==> src/rtl/sha0_pkg.sv <==
// Shared types, constants and command/status structs for the SHA-0 hasher.
package sha0_pkg;

  localparam int WORD_W    = 32;
  localparam int NUM_H     = 5;
  localparam int BLK_WORDS = 16;

  localparam logic [7:0] PAD_BYTE       = 8'h80;
  localparam logic [5:0] LEN_POS        = 6'd56;
  localparam logic [5:0] BLOCK_LAST_POS = 6'd63;
  localparam logic [6:0] ROUND_LAST     = 7'd79;
  localparam logic [2:0] LAST_WORD      = 3'd4;

  localparam logic [WORD_W-1:0] INIT_H [NUM_H] = '{
    32'h67452301, 32'hEFCDAB89, 32'h98BADCFE, 32'h10325476, 32'hC3D2E1F0
  };

  localparam logic [WORD_W-1:0] ROUND_K [4] = '{
    32'h5A827999, 32'h6ED9EBA1, 32'h8F1BBCDC, 32'hCA62C1D6
  };

  // Source of the byte placed into the block buffer
  typedef enum logic [1:0] {
    BSEL_IN   = 2'd0,
    BSEL_PAD  = 2'd1,
    BSEL_ZERO = 2'd2,
    BSEL_LEN  = 2'd3
  } byte_sel_t;

  // Controller to datapath
  typedef struct packed {
    logic      put_byte;
    byte_sel_t byte_sel;
    logic      count_len;
    logic      load_rounds;
    logic      round_step;
    logic      add_chain;
    logic      load_out;
  } dp_cmd_t;

  // Datapath to controller
  typedef struct packed {
    logic pos_last;
    logic pos_len;
    logic round_last;
    logic out_busy;
  } dp_stat_t;

endpackage

==> src/rtl/sha0_if.sv <==
// Valid/ready channel interfaces for message input and digest output.
interface sha0_in_if;
  logic       valid;
  logic       ready;
  logic       operation;
  logic [7:0] message_byte;

  modport source (output valid, operation, message_byte, input ready);
  modport sink   (input valid, operation, message_byte, output ready);
endinterface

interface sha0_out_if;
  logic        valid;
  logic        ready;
  logic [31:0] digest_word;
  logic [2:0]  word_number;
  logic        final_word;

  modport source (output valid, digest_word, word_number, final_word, input ready);
  modport sink   (input valid, digest_word, word_number, final_word, output ready);
endinterface

==> src/rtl/sha0_dp.sv <==
// Datapath: block buffer / schedule window, round unit, chaining words, digest buffer.
module sha0_dp (
  input  logic             clk,
  input  logic             rst,
  input  sha0_pkg::dp_cmd_t  cmd,
  output sha0_pkg::dp_stat_t stat,
  input  logic [7:0]       message_byte,
  output logic             out_valid,
  input  logic             out_ready,
  output logic [31:0]      digest_word,
  output logic [2:0]       word_number,
  output logic             final_word
);
  import sha0_pkg::*;

  // Control state
  logic [5:0]        pos;
  logic [63:0]       bit_length;
  logic [WORD_W-1:0] h [NUM_H];
  logic              ovalid;
  logic [2:0]        onum;

  // Payload state
  logic [WORD_W-1:0] win  [BLK_WORDS];
  logic [WORD_W-1:0] obuf [NUM_H];
  logic [WORD_W-1:0] ra, rb, rc, rd, re;
  logic [6:0]        t;

  // Byte placement
  logic [3:0]        idx;
  logic [7:0]        len_byte;
  logic [7:0]        byte_val;
  logic [WORD_W-1:0] placed;
  logic [WORD_W-1:0] word_new;

  // Round logic
  logic [WORD_W-1:0] w_t;
  logic [WORD_W-1:0] f_t;
  logic [WORD_W-1:0] k_t;
  logic [WORD_W-1:0] tmp;

  assign idx      = pos[5:2];
  assign len_byte = 8'(bit_length >> {~pos[2:0], 3'b000});

  always_comb begin
    unique case (cmd.byte_sel)
      BSEL_IN:   byte_val = message_byte;
      BSEL_PAD:  byte_val = PAD_BYTE;
      BSEL_ZERO: byte_val = 8'h00;
      BSEL_LEN:  byte_val = len_byte;
      default:   byte_val = 8'h00;
    endcase
  end

  // Big-endian byte lane; first byte of a word clears the rest
  assign placed   = WORD_W'(byte_val) << {~pos[1:0], 3'b000};
  assign word_new = (pos[1:0] == 2'b00) ? placed : (win[idx] | placed);

  // Schedule: window[0] is W[t-16] once t >= 16
  assign w_t = (t < 7'd16) ? win[0] : (win[13] ^ win[8] ^ win[2] ^ win[0]);

  // Round function and constant by round group
  always_comb begin
    priority if (t < 7'd20) begin
      f_t = (rb & rc) | (~rb & rd);
      k_t = ROUND_K[0];
    end else if (t < 7'd40) begin
      f_t = rb ^ rc ^ rd;
      k_t = ROUND_K[1];
    end else if (t < 7'd60) begin
      f_t = (rb & rc) | (rb & rd) | (rc & rd);
      k_t = ROUND_K[2];
    end else begin
      f_t = rb ^ rc ^ rd;
      k_t = ROUND_K[3];
    end
  end

  assign tmp = {ra[26:0], ra[31:27]} + f_t + re + w_t + k_t;

  // Buffer, round registers, digest buffer contents
  always_ff @(posedge clk) begin
    if (cmd.round_step) begin
      for (int i = 0; i < BLK_WORDS - 1; i++) begin
        win[i] <= win[i+1];
      end
      win[BLK_WORDS-1] <= w_t;
    end else if (cmd.put_byte) begin
      win[idx] <= word_new;
    end

    if (cmd.load_rounds) begin
      ra <= h[0];
      rb <= h[1];
      rc <= h[2];
      rd <= h[3];
      re <= h[4];
      t  <= '0;
    end else if (cmd.round_step) begin
      ra <= tmp;
      rb <= ra;
      rc <= {rb[1:0], rb[31:2]};
      rd <= rc;
      re <= rd;
      t  <= t + 7'd1;
    end

    if (cmd.load_out) begin
      for (int i = 0; i < NUM_H; i++) begin
        obuf[i] <= h[i];
      end
    end else if (ovalid && out_ready) begin
      for (int i = 0; i < NUM_H - 1; i++) begin
        obuf[i] <= obuf[i+1];
      end
    end
  end

  // Length, fill position, chaining words, output flags
  always_ff @(posedge clk) begin
    if (rst) begin
      pos        <= '0;
      bit_length <= '0;
      ovalid     <= 1'b0;
      onum       <= '0;
      for (int i = 0; i < NUM_H; i++) begin
        h[i] <= INIT_H[i];
      end
    end else begin
      if (cmd.load_out) begin
        // digest copied out; start a new message
        pos        <= '0;
        bit_length <= '0;
        for (int i = 0; i < NUM_H; i++) begin
          h[i] <= INIT_H[i];
        end
        ovalid <= 1'b1;
        onum   <= '0;
      end else begin
        if (cmd.put_byte) begin
          pos <= pos + 6'd1;
        end
        if (cmd.count_len) begin
          bit_length <= bit_length + 64'd8;
        end
        if (cmd.add_chain) begin
          h[0] <= h[0] + ra;
          h[1] <= h[1] + rb;
          h[2] <= h[2] + rc;
          h[3] <= h[3] + rd;
          h[4] <= h[4] + re;
        end
        if (ovalid && out_ready) begin
          onum <= onum + 3'd1;
          if (onum == LAST_WORD) begin
            ovalid <= 1'b0;
          end
        end
      end
    end
  end

  assign stat.pos_last   = (pos == BLOCK_LAST_POS);
  assign stat.pos_len    = (pos == LEN_POS);
  assign stat.round_last = (t == ROUND_LAST);
  assign stat.out_busy   = ovalid;

  assign out_valid   = ovalid;
  assign digest_word = obuf[0];
  assign word_number = onum;
  assign final_word  = (onum == LAST_WORD);

endmodule

==> src/rtl/sha0_ctrl.sv <==
// Controller: absorb, padding sequence, compression rounds and digest hand-off.
module sha0_ctrl (
  input  logic               clk,
  input  logic               rst,
  input  logic               in_valid,
  output logic               in_ready,
  input  logic               operation,
  output sha0_pkg::dp_cmd_t  cmd,
  input  sha0_pkg::dp_stat_t stat
);
  import sha0_pkg::*;

  typedef enum logic [7:0] {
    S_IDLE   = 8'b00000001,
    S_PAD80  = 8'b00000010,
    S_PADZ   = 8'b00000100,
    S_PADLEN = 8'b00001000,
    S_LOAD   = 8'b00010000,
    S_ROUND  = 8'b00100000,
    S_ADD    = 8'b01000000,
    S_EMIT   = 8'b10000000
  } state_t;

  state_t state, state_next;
  state_t resume, resume_next;

  assign in_ready = (state == S_IDLE);

  always_comb begin
    state_next  = state;
    resume_next = resume;
    cmd         = '0;
    cmd.byte_sel = BSEL_IN;

    unique case (state)
      S_IDLE: begin
        if (in_valid) begin
          if (operation) begin
            state_next = S_PAD80;
          end else begin
            cmd.put_byte  = 1'b1;
            cmd.count_len = 1'b1;
            if (stat.pos_last) begin
              state_next  = S_LOAD;
              resume_next = S_IDLE;
            end
          end
        end
      end
      S_PAD80: begin
        cmd.put_byte = 1'b1;
        cmd.byte_sel = BSEL_PAD;
        state_next   = S_PADZ;
        if (stat.pos_last) begin
          state_next  = S_LOAD;
          resume_next = S_PADZ;
        end
      end
      S_PADZ: begin
        // zero fill up to the length field, spilling into a second block if needed
        if (stat.pos_len) begin
          state_next = S_PADLEN;
        end else begin
          cmd.put_byte = 1'b1;
          cmd.byte_sel = BSEL_ZERO;
          if (stat.pos_last) begin
            state_next  = S_LOAD;
            resume_next = S_PADZ;
          end
        end
      end
      S_PADLEN: begin
        cmd.put_byte = 1'b1;
        cmd.byte_sel = BSEL_LEN;
        if (stat.pos_last) begin
          state_next  = S_LOAD;
          resume_next = S_EMIT;
        end
      end
      S_LOAD: begin
        cmd.load_rounds = 1'b1;
        state_next      = S_ROUND;
      end
      S_ROUND: begin
        cmd.round_step = 1'b1;
        if (stat.round_last) begin
          state_next = S_ADD;
        end
      end
      S_ADD: begin
        cmd.add_chain = 1'b1;
        state_next    = resume;
      end
      S_EMIT: begin
        // wait for the previous digest to drain
        if (!stat.out_busy) begin
          cmd.load_out = 1'b1;
          state_next   = S_IDLE;
        end
      end
      default: begin
        state_next = S_IDLE;
      end
    endcase
  end

  always_ff @(posedge clk) begin
    if (rst) begin
      state  <= S_IDLE;
      resume <= S_IDLE;
    end else begin
      state  <= state_next;
      resume <= resume_next;
    end
  end

endmodule

==> src/rtl/sha0_byte_stream_hasher_unit.sv <==
// Top level: SHA-0 byte stream hasher, controller plus datapath.
// Absorb: one byte per cycle when idle; the 64th byte starts load, 80 rounds and chaining add.
// Finish: the finish word is taken, then the 0x80 pad byte, the zero fill, a step into the
// length field and the length bytes are placed, with one or two compressions; the digest buffer
// loads once the previous digest has drained, and its 5 words drain as the next message is absorbed.
// Synchronous active-high reset loads h0..h4, clears bit length, fill position, output valid.
module sha0_byte_stream_hasher_unit (
  input  logic     clk,
  input  logic     rst,
  sha0_in_if.sink    in_ch,
  sha0_out_if.source out_ch
);
  import sha0_pkg::*;

  dp_cmd_t  cmd;
  dp_stat_t stat;

  sha0_ctrl u_ctrl (
    .clk       (clk),
    .rst       (rst),
    .in_valid  (in_ch.valid),
    .in_ready  (in_ch.ready),
    .operation (in_ch.operation),
    .cmd       (cmd),
    .stat      (stat)
  );

  sha0_dp u_dp (
    .clk          (clk),
    .rst          (rst),
    .cmd          (cmd),
    .stat         (stat),
    .message_byte (in_ch.message_byte),
    .out_valid    (out_ch.valid),
    .out_ready    (out_ch.ready),
    .digest_word  (out_ch.digest_word),
    .word_number  (out_ch.word_number),
    .final_word   (out_ch.final_word)
  );

endmodule
==> src/flat_wrapper.sv <==
// flat-port wrapper written by rule: the top's interface ports become plain ports
module sha0_byte_stream_hasher_unit_flat import sha0_pkg::*;
  (clk, rst, in_ch_valid, in_ch_operation, in_ch_message_byte, in_ch_ready, out_ch_valid, out_ch_digest_word, out_ch_word_number, out_ch_final_word, out_ch_ready);
  sha0_in_if in_ch_i ();
  sha0_out_if out_ch_i ();
  input  logic clk;
  input  logic rst;
  input wire logic [$bits(in_ch_i.valid)-1:0] in_ch_valid;
  input wire logic [$bits(in_ch_i.operation)-1:0] in_ch_operation;
  input wire logic [$bits(in_ch_i.message_byte)-1:0] in_ch_message_byte;
  output wire logic [$bits(in_ch_i.ready)-1:0] in_ch_ready;
  output wire logic [$bits(out_ch_i.valid)-1:0] out_ch_valid;
  output wire logic [$bits(out_ch_i.digest_word)-1:0] out_ch_digest_word;
  output wire logic [$bits(out_ch_i.word_number)-1:0] out_ch_word_number;
  output wire logic [$bits(out_ch_i.final_word)-1:0] out_ch_final_word;
  input wire logic [$bits(out_ch_i.ready)-1:0] out_ch_ready;
  assign in_ch_i.valid = in_ch_valid;
  assign in_ch_i.operation = in_ch_operation;
  assign in_ch_i.message_byte = in_ch_message_byte;
  assign in_ch_ready = in_ch_i.ready;
  assign out_ch_valid = out_ch_i.valid;
  assign out_ch_digest_word = out_ch_i.digest_word;
  assign out_ch_word_number = out_ch_i.word_number;
  assign out_ch_final_word = out_ch_i.final_word;
  assign out_ch_i.ready = out_ch_ready;
  sha0_byte_stream_hasher_unit u_core (.clk(clk), .rst(rst), .in_ch(in_ch_i), .out_ch(out_ch_i));
endmodule
==> config.mk <==
export PLATFORM = sky130hd
export DESIGN_NAME = sha0_byte_stream_hasher_unit_flat
export DESIGN_NICKNAME = d
export VERILOG_FILES = /design/src/rtl/sha0_pkg.sv /design/src/rtl/sha0_if.sv /design/src/rtl/sha0_dp.sv /design/src/rtl/sha0_ctrl.sv /design/src/rtl/sha0_byte_stream_hasher_unit.sv /design/src/flat_wrapper.sv
export SDC_FILE = /design/constraint.sdc
export NUM_CORES = 2
export LEC_CHECK = 0
export ABC_AREA = 1
export BUFFER_PORTS_ARGS = -buffer_cell sky130_fd_sc_hd__buf_2
export CAP_MARGIN = 20
export CELL_PAD_IN_SITES_DETAIL_PLACEMENT = 0
export CELL_PAD_IN_SITES_GLOBAL_PLACEMENT = 2
export CORE_MARGIN = 2
export CORE_UTILIZATION = 39
export DETAILED_ROUTE_END_ITERATION = 10
export GPL_TIMING_DRIVEN = 0
export PLACE_DENSITY_LB_ADDON = 0.15
export SYNTH_ARGS = -nofsm -noshare
export SYNTH_HDL_FRONTEND = slang
export SYNTH_SLANG_ARGS = --single-unit
export TNS_END_PERCENT = 10
==> constraint.sdc <==
create_clock -name clk -period 15.85 [get_ports clk]
set_clock_uncertainty 0.15 [all_clocks]
set_input_delay 3.17 -clock clk [delete_from_list [all_inputs] [get_ports clk]]
set_output_delay 3.17 -clock clk [all_outputs]
set_load 0.01 [all_outputs]
==> flow_summary.toml <==
[clock_tree]
post_cts_buffers = 0
clockRootBuffer = "clkbuf_16"
cts_resized = 0
clockBufferDepth = 3
cts_tree = "yes"
clk_latency_ps = 820
cts_made_buffers = 138
clk_pin_slew_worst_paths_ps = 50
cts.sinks = 1085
hold_buffers = 0
htreeDepth = 4

[logic_synthesis]
yosysSeqAreaShare_pct = 46.1
synth.top_cell.area_share_pct = 43.4
yosys-top-cells-area = "edfxtp_1 43%, nand2_1 17%, o21ai_0 4.3%"
synth_cell_type_count = 50
yosysTopAreaCell = "edfxtp_1"
synth_warnings = 0
syn_avg_cell_area_um2 = 7.98
yosys_most_used_dff = "edfxtp_1"
yosysMostFrequentCell = "nand2_1"
yosys_register_bits = 1085
synth_edf_count = 992
async_reset_ff_share_pct = 0
syn_nets = 8941
synth_cells = 8604
synth_commonest_cells = "3164 x nand2_1, 992 x edfxtp_1, 763 x inv_1"
synthesis.area_um2 = 68600

[grt]
track_usage_pct = 35.1
antenna_found_initial = 18
grt_pass1_wl_mm = 448
grt_pass1_vias = 60500
grt_start_max_net_pins = 61
grt-ovfl-total = 0

[worst_setup_path]
crit_path_top_delay_cell = "clkbuf_1"
critical_path.cell_chain = "nand2_1 -> nand3_1 -> nand2_1 -> nand2_1 -> clkbuf_1 -> clkbuf_1 -> nand2_1 -> nand3_1 -> fa_1 -> fa_1 -> ha_1 -> a21oi_1 -> a21boi_0 -> nand3_1 -> a21oi_1 -> nand3_1 -> nand3_1 -> nand2_1"
slowest_delay_ps = 880
rr_worst_depth = 18
cp.arrival_ps = 7650
start_kind = "flop"
reg2reg_to = "u_core.u_dp.ra[31]$_DFFE_PP_"
cp-startpoint = "u_core.u_dp.t[4]$_SDFFE_PP0P_"
worst-path-buf-inv = 2
r2r-start = "u_core.u_dp.t[4]$_SDFFE_PP0P_"
reg2reg_slack_ps = 8590
cp_top_family = "simple AND/OR/NAND/NOR gates"
critical_path_required_ps = 16240
crit_type = "reg -> reg"
crit_path_end_kind = "flop"
cp_max_fo = 11

[timing]
finalCritPeriodShare_pct = 45.8
rsz0062_at_grt = "no"
slew_headroom_pct = 15.4
timing.final.ws_setup_ps = 8590
slew_violations = 0
worstMarginPinSlew_ps = 1270
fmax_mhz = 138
min_period_ps = 7260
hold_violations = 0
finalSetupViolations = 0

[floorplanning]
rows = 153
initial_core_util_pct = 39.4
die_h_um = 424
core_um2 = 174000
dieArea_um2 = 179000
fp.dieW_um = 424
pin_count = 51

[routing]
first_pass_iters = 7
wl_mm = 322
postRouteAntennaNets = 0
drtIter0Drc = 8931
viasPerCell = 5.74
wl_per_cell_um = 28.5
route.detailed.drc = 0
num_vias = 64700

[worst_hold_path]
hold_depth = 2
hold_end = "u_core.u_ctrl.resume[7]$_SDFFE_PP0P_"
min_from = "u_core.u_ctrl.resume[7]$_SDFFE_PP0P_"
hold_class = "reg -> reg"

[place]
gp_congestion = 1.01
dp_hpwl_mm = 256
post-place-ws_ps = 8670
io_buffer_count = 49

[pwr]
p_leak_uw = 0.0321
fin_total_pwr_uw = 7230
p_per_area_nw_per_um2 = 93.6
ir_drop_uv = 111

[cells_and_area]
final.fill_count = 18000
syn_to_final_growth_pct = 12.6
drive_gt1_share_pct = 7.45
nets = 9180

[run]
cap_violations = 0

[status]
status = "finished, final reports clean"
-- kinds of logic (layout without fill, tap and decap cells) --
kind of cell               after synthesis  in the layout  share of synthesized area [%]
and+or+nand+nor                       4525           4525                           26.8
AOI/OAI and AO/OA                     1357           1357                           11.1
DFF                                   1085           1085                           46.1
adders and majority gates              324            324                           7.27
other                                    0              2                              0
buffers and inverters                 1188           1539                           7.13
xor gates and xnor gates               125            125                           1.60
-- tightest hold or removal path: cells and delay by family (launching register included) --
family | cells | cell delay [ps]
AND/OR/NAND/NOR | 1 | 60
flip-flops | 1 | 310
AO/OA/AOI/OAI | 1 | 50
-- sequential cells by signal, summed over array words and instances, names as in the netlist, named ones only --
register	flops
u_core.u_dp.word_number	3
u_core.u_dp.bit_length	61
u_core.u_dp.rc	32
u_core.u_dp.h	160
u_core.u_dp.rd	32
u_core.u_dp.t	7
u_core.u_dp.re	32
u_core.u_dp.pos	6
u_core.u_dp.obuf	160
u_core.u_ctrl.resume	3
u_core.u_dp.out_valid	1
u_core.u_dp.ra	32
u_core.u_dp.rb	32
u_core.u_ctrl.state	8
u_core.u_dp.win	512
-- routing by layer --
metal	global-route usage (%)	wire length (um)	up-vias
li1	-	-	29000
met5	0	46	-
met3	8.83	35300	518
met4	11.9	11400	8
met1	50.5	140000	31800
met2	51.2	135000	3345
-- per-stage QoR --
| step | area, um^2 | setup TNS, ps | utilization, % | std cells | hold slack [ps] |
|---|---|---|---|---|---|
| 4_1_cts | 77100 | 0 | 44.2 | 11300 | 321 |
| 3_5_place_dp | 72600 | 0 | 41.6 | 11000 | 312 |
| 3_3_place_gp | 71800 | -210940 | 41.2 | 11000 | 306 |
| 5_1_grt | 77300 | 0 | 44.3 | 11300 | 351 |
| 2_1_floorplan | 68600 | 0 | - | 8604 | 289 |
| 6_report | 77300 | 0 | 44.3 | 11300 | 316 |
-- report_power, final --
group          internal [uW]  switching (uW)
Clock                   1870            1380
Combinational            233             616
Sequential              3120            14.7
-- cell type report --
type | count | area, um^2 | area share (%)
Antenna cell | 2 | 5.00 | 0.00648
Buffer | 401 | 1940 | 2.51
Clock buffer | 170 | 3720 | 4.81
Clock inverter | 82 | 757 | 0.980
Inverter | 787 | 2950 | 3.82
Multi-Input combinational cell | 6331 | 32200 | 41.6
Sequential cell | 1085 | 31700 | 41.0
Tap cell | 2325 | 2910 | 3.76
Timing Repair Buffer | 99 | 1180 | 1.53
-- placed cells by master, fill, tap and decap left out, drive strengths merged, types with 87 or more instances in the layout --
master     n
o221ai    89
edfxtp   992
nor3      88
nor2     638
clkbuf   376
a21oi    457
buf      294
dfxtp     93
nand2   3203
nand3    400
inv      793
fa       125
nand4     87
o21ai    593
ha       199
-- worst max path at each step --
stage / endpoint / slack [ps] / cells after the start
floorplan: u_core.u_dp.obuf[0][0]$_DFFE_PP_ / 5120 / 5
global placement: u_core.u_dp.obuf[0][17]$_DFFE_PP_ / -1680 / 5
CTS: u_core.u_dp.ra[31]$_DFFE_PP_ / 8650 / 18
detailed placement: u_core.u_dp.ra[31]$_DFFE_PP_ / 8670 / 18
global route: u_core.u_dp.ra[31]$_DFFE_PP_ / 8330 / 18
finish: u_core.u_dp.ra[31]$_DFFE_PP_ / 8590 / 18
No activity file was read; power rests on OpenSTA's default activity.
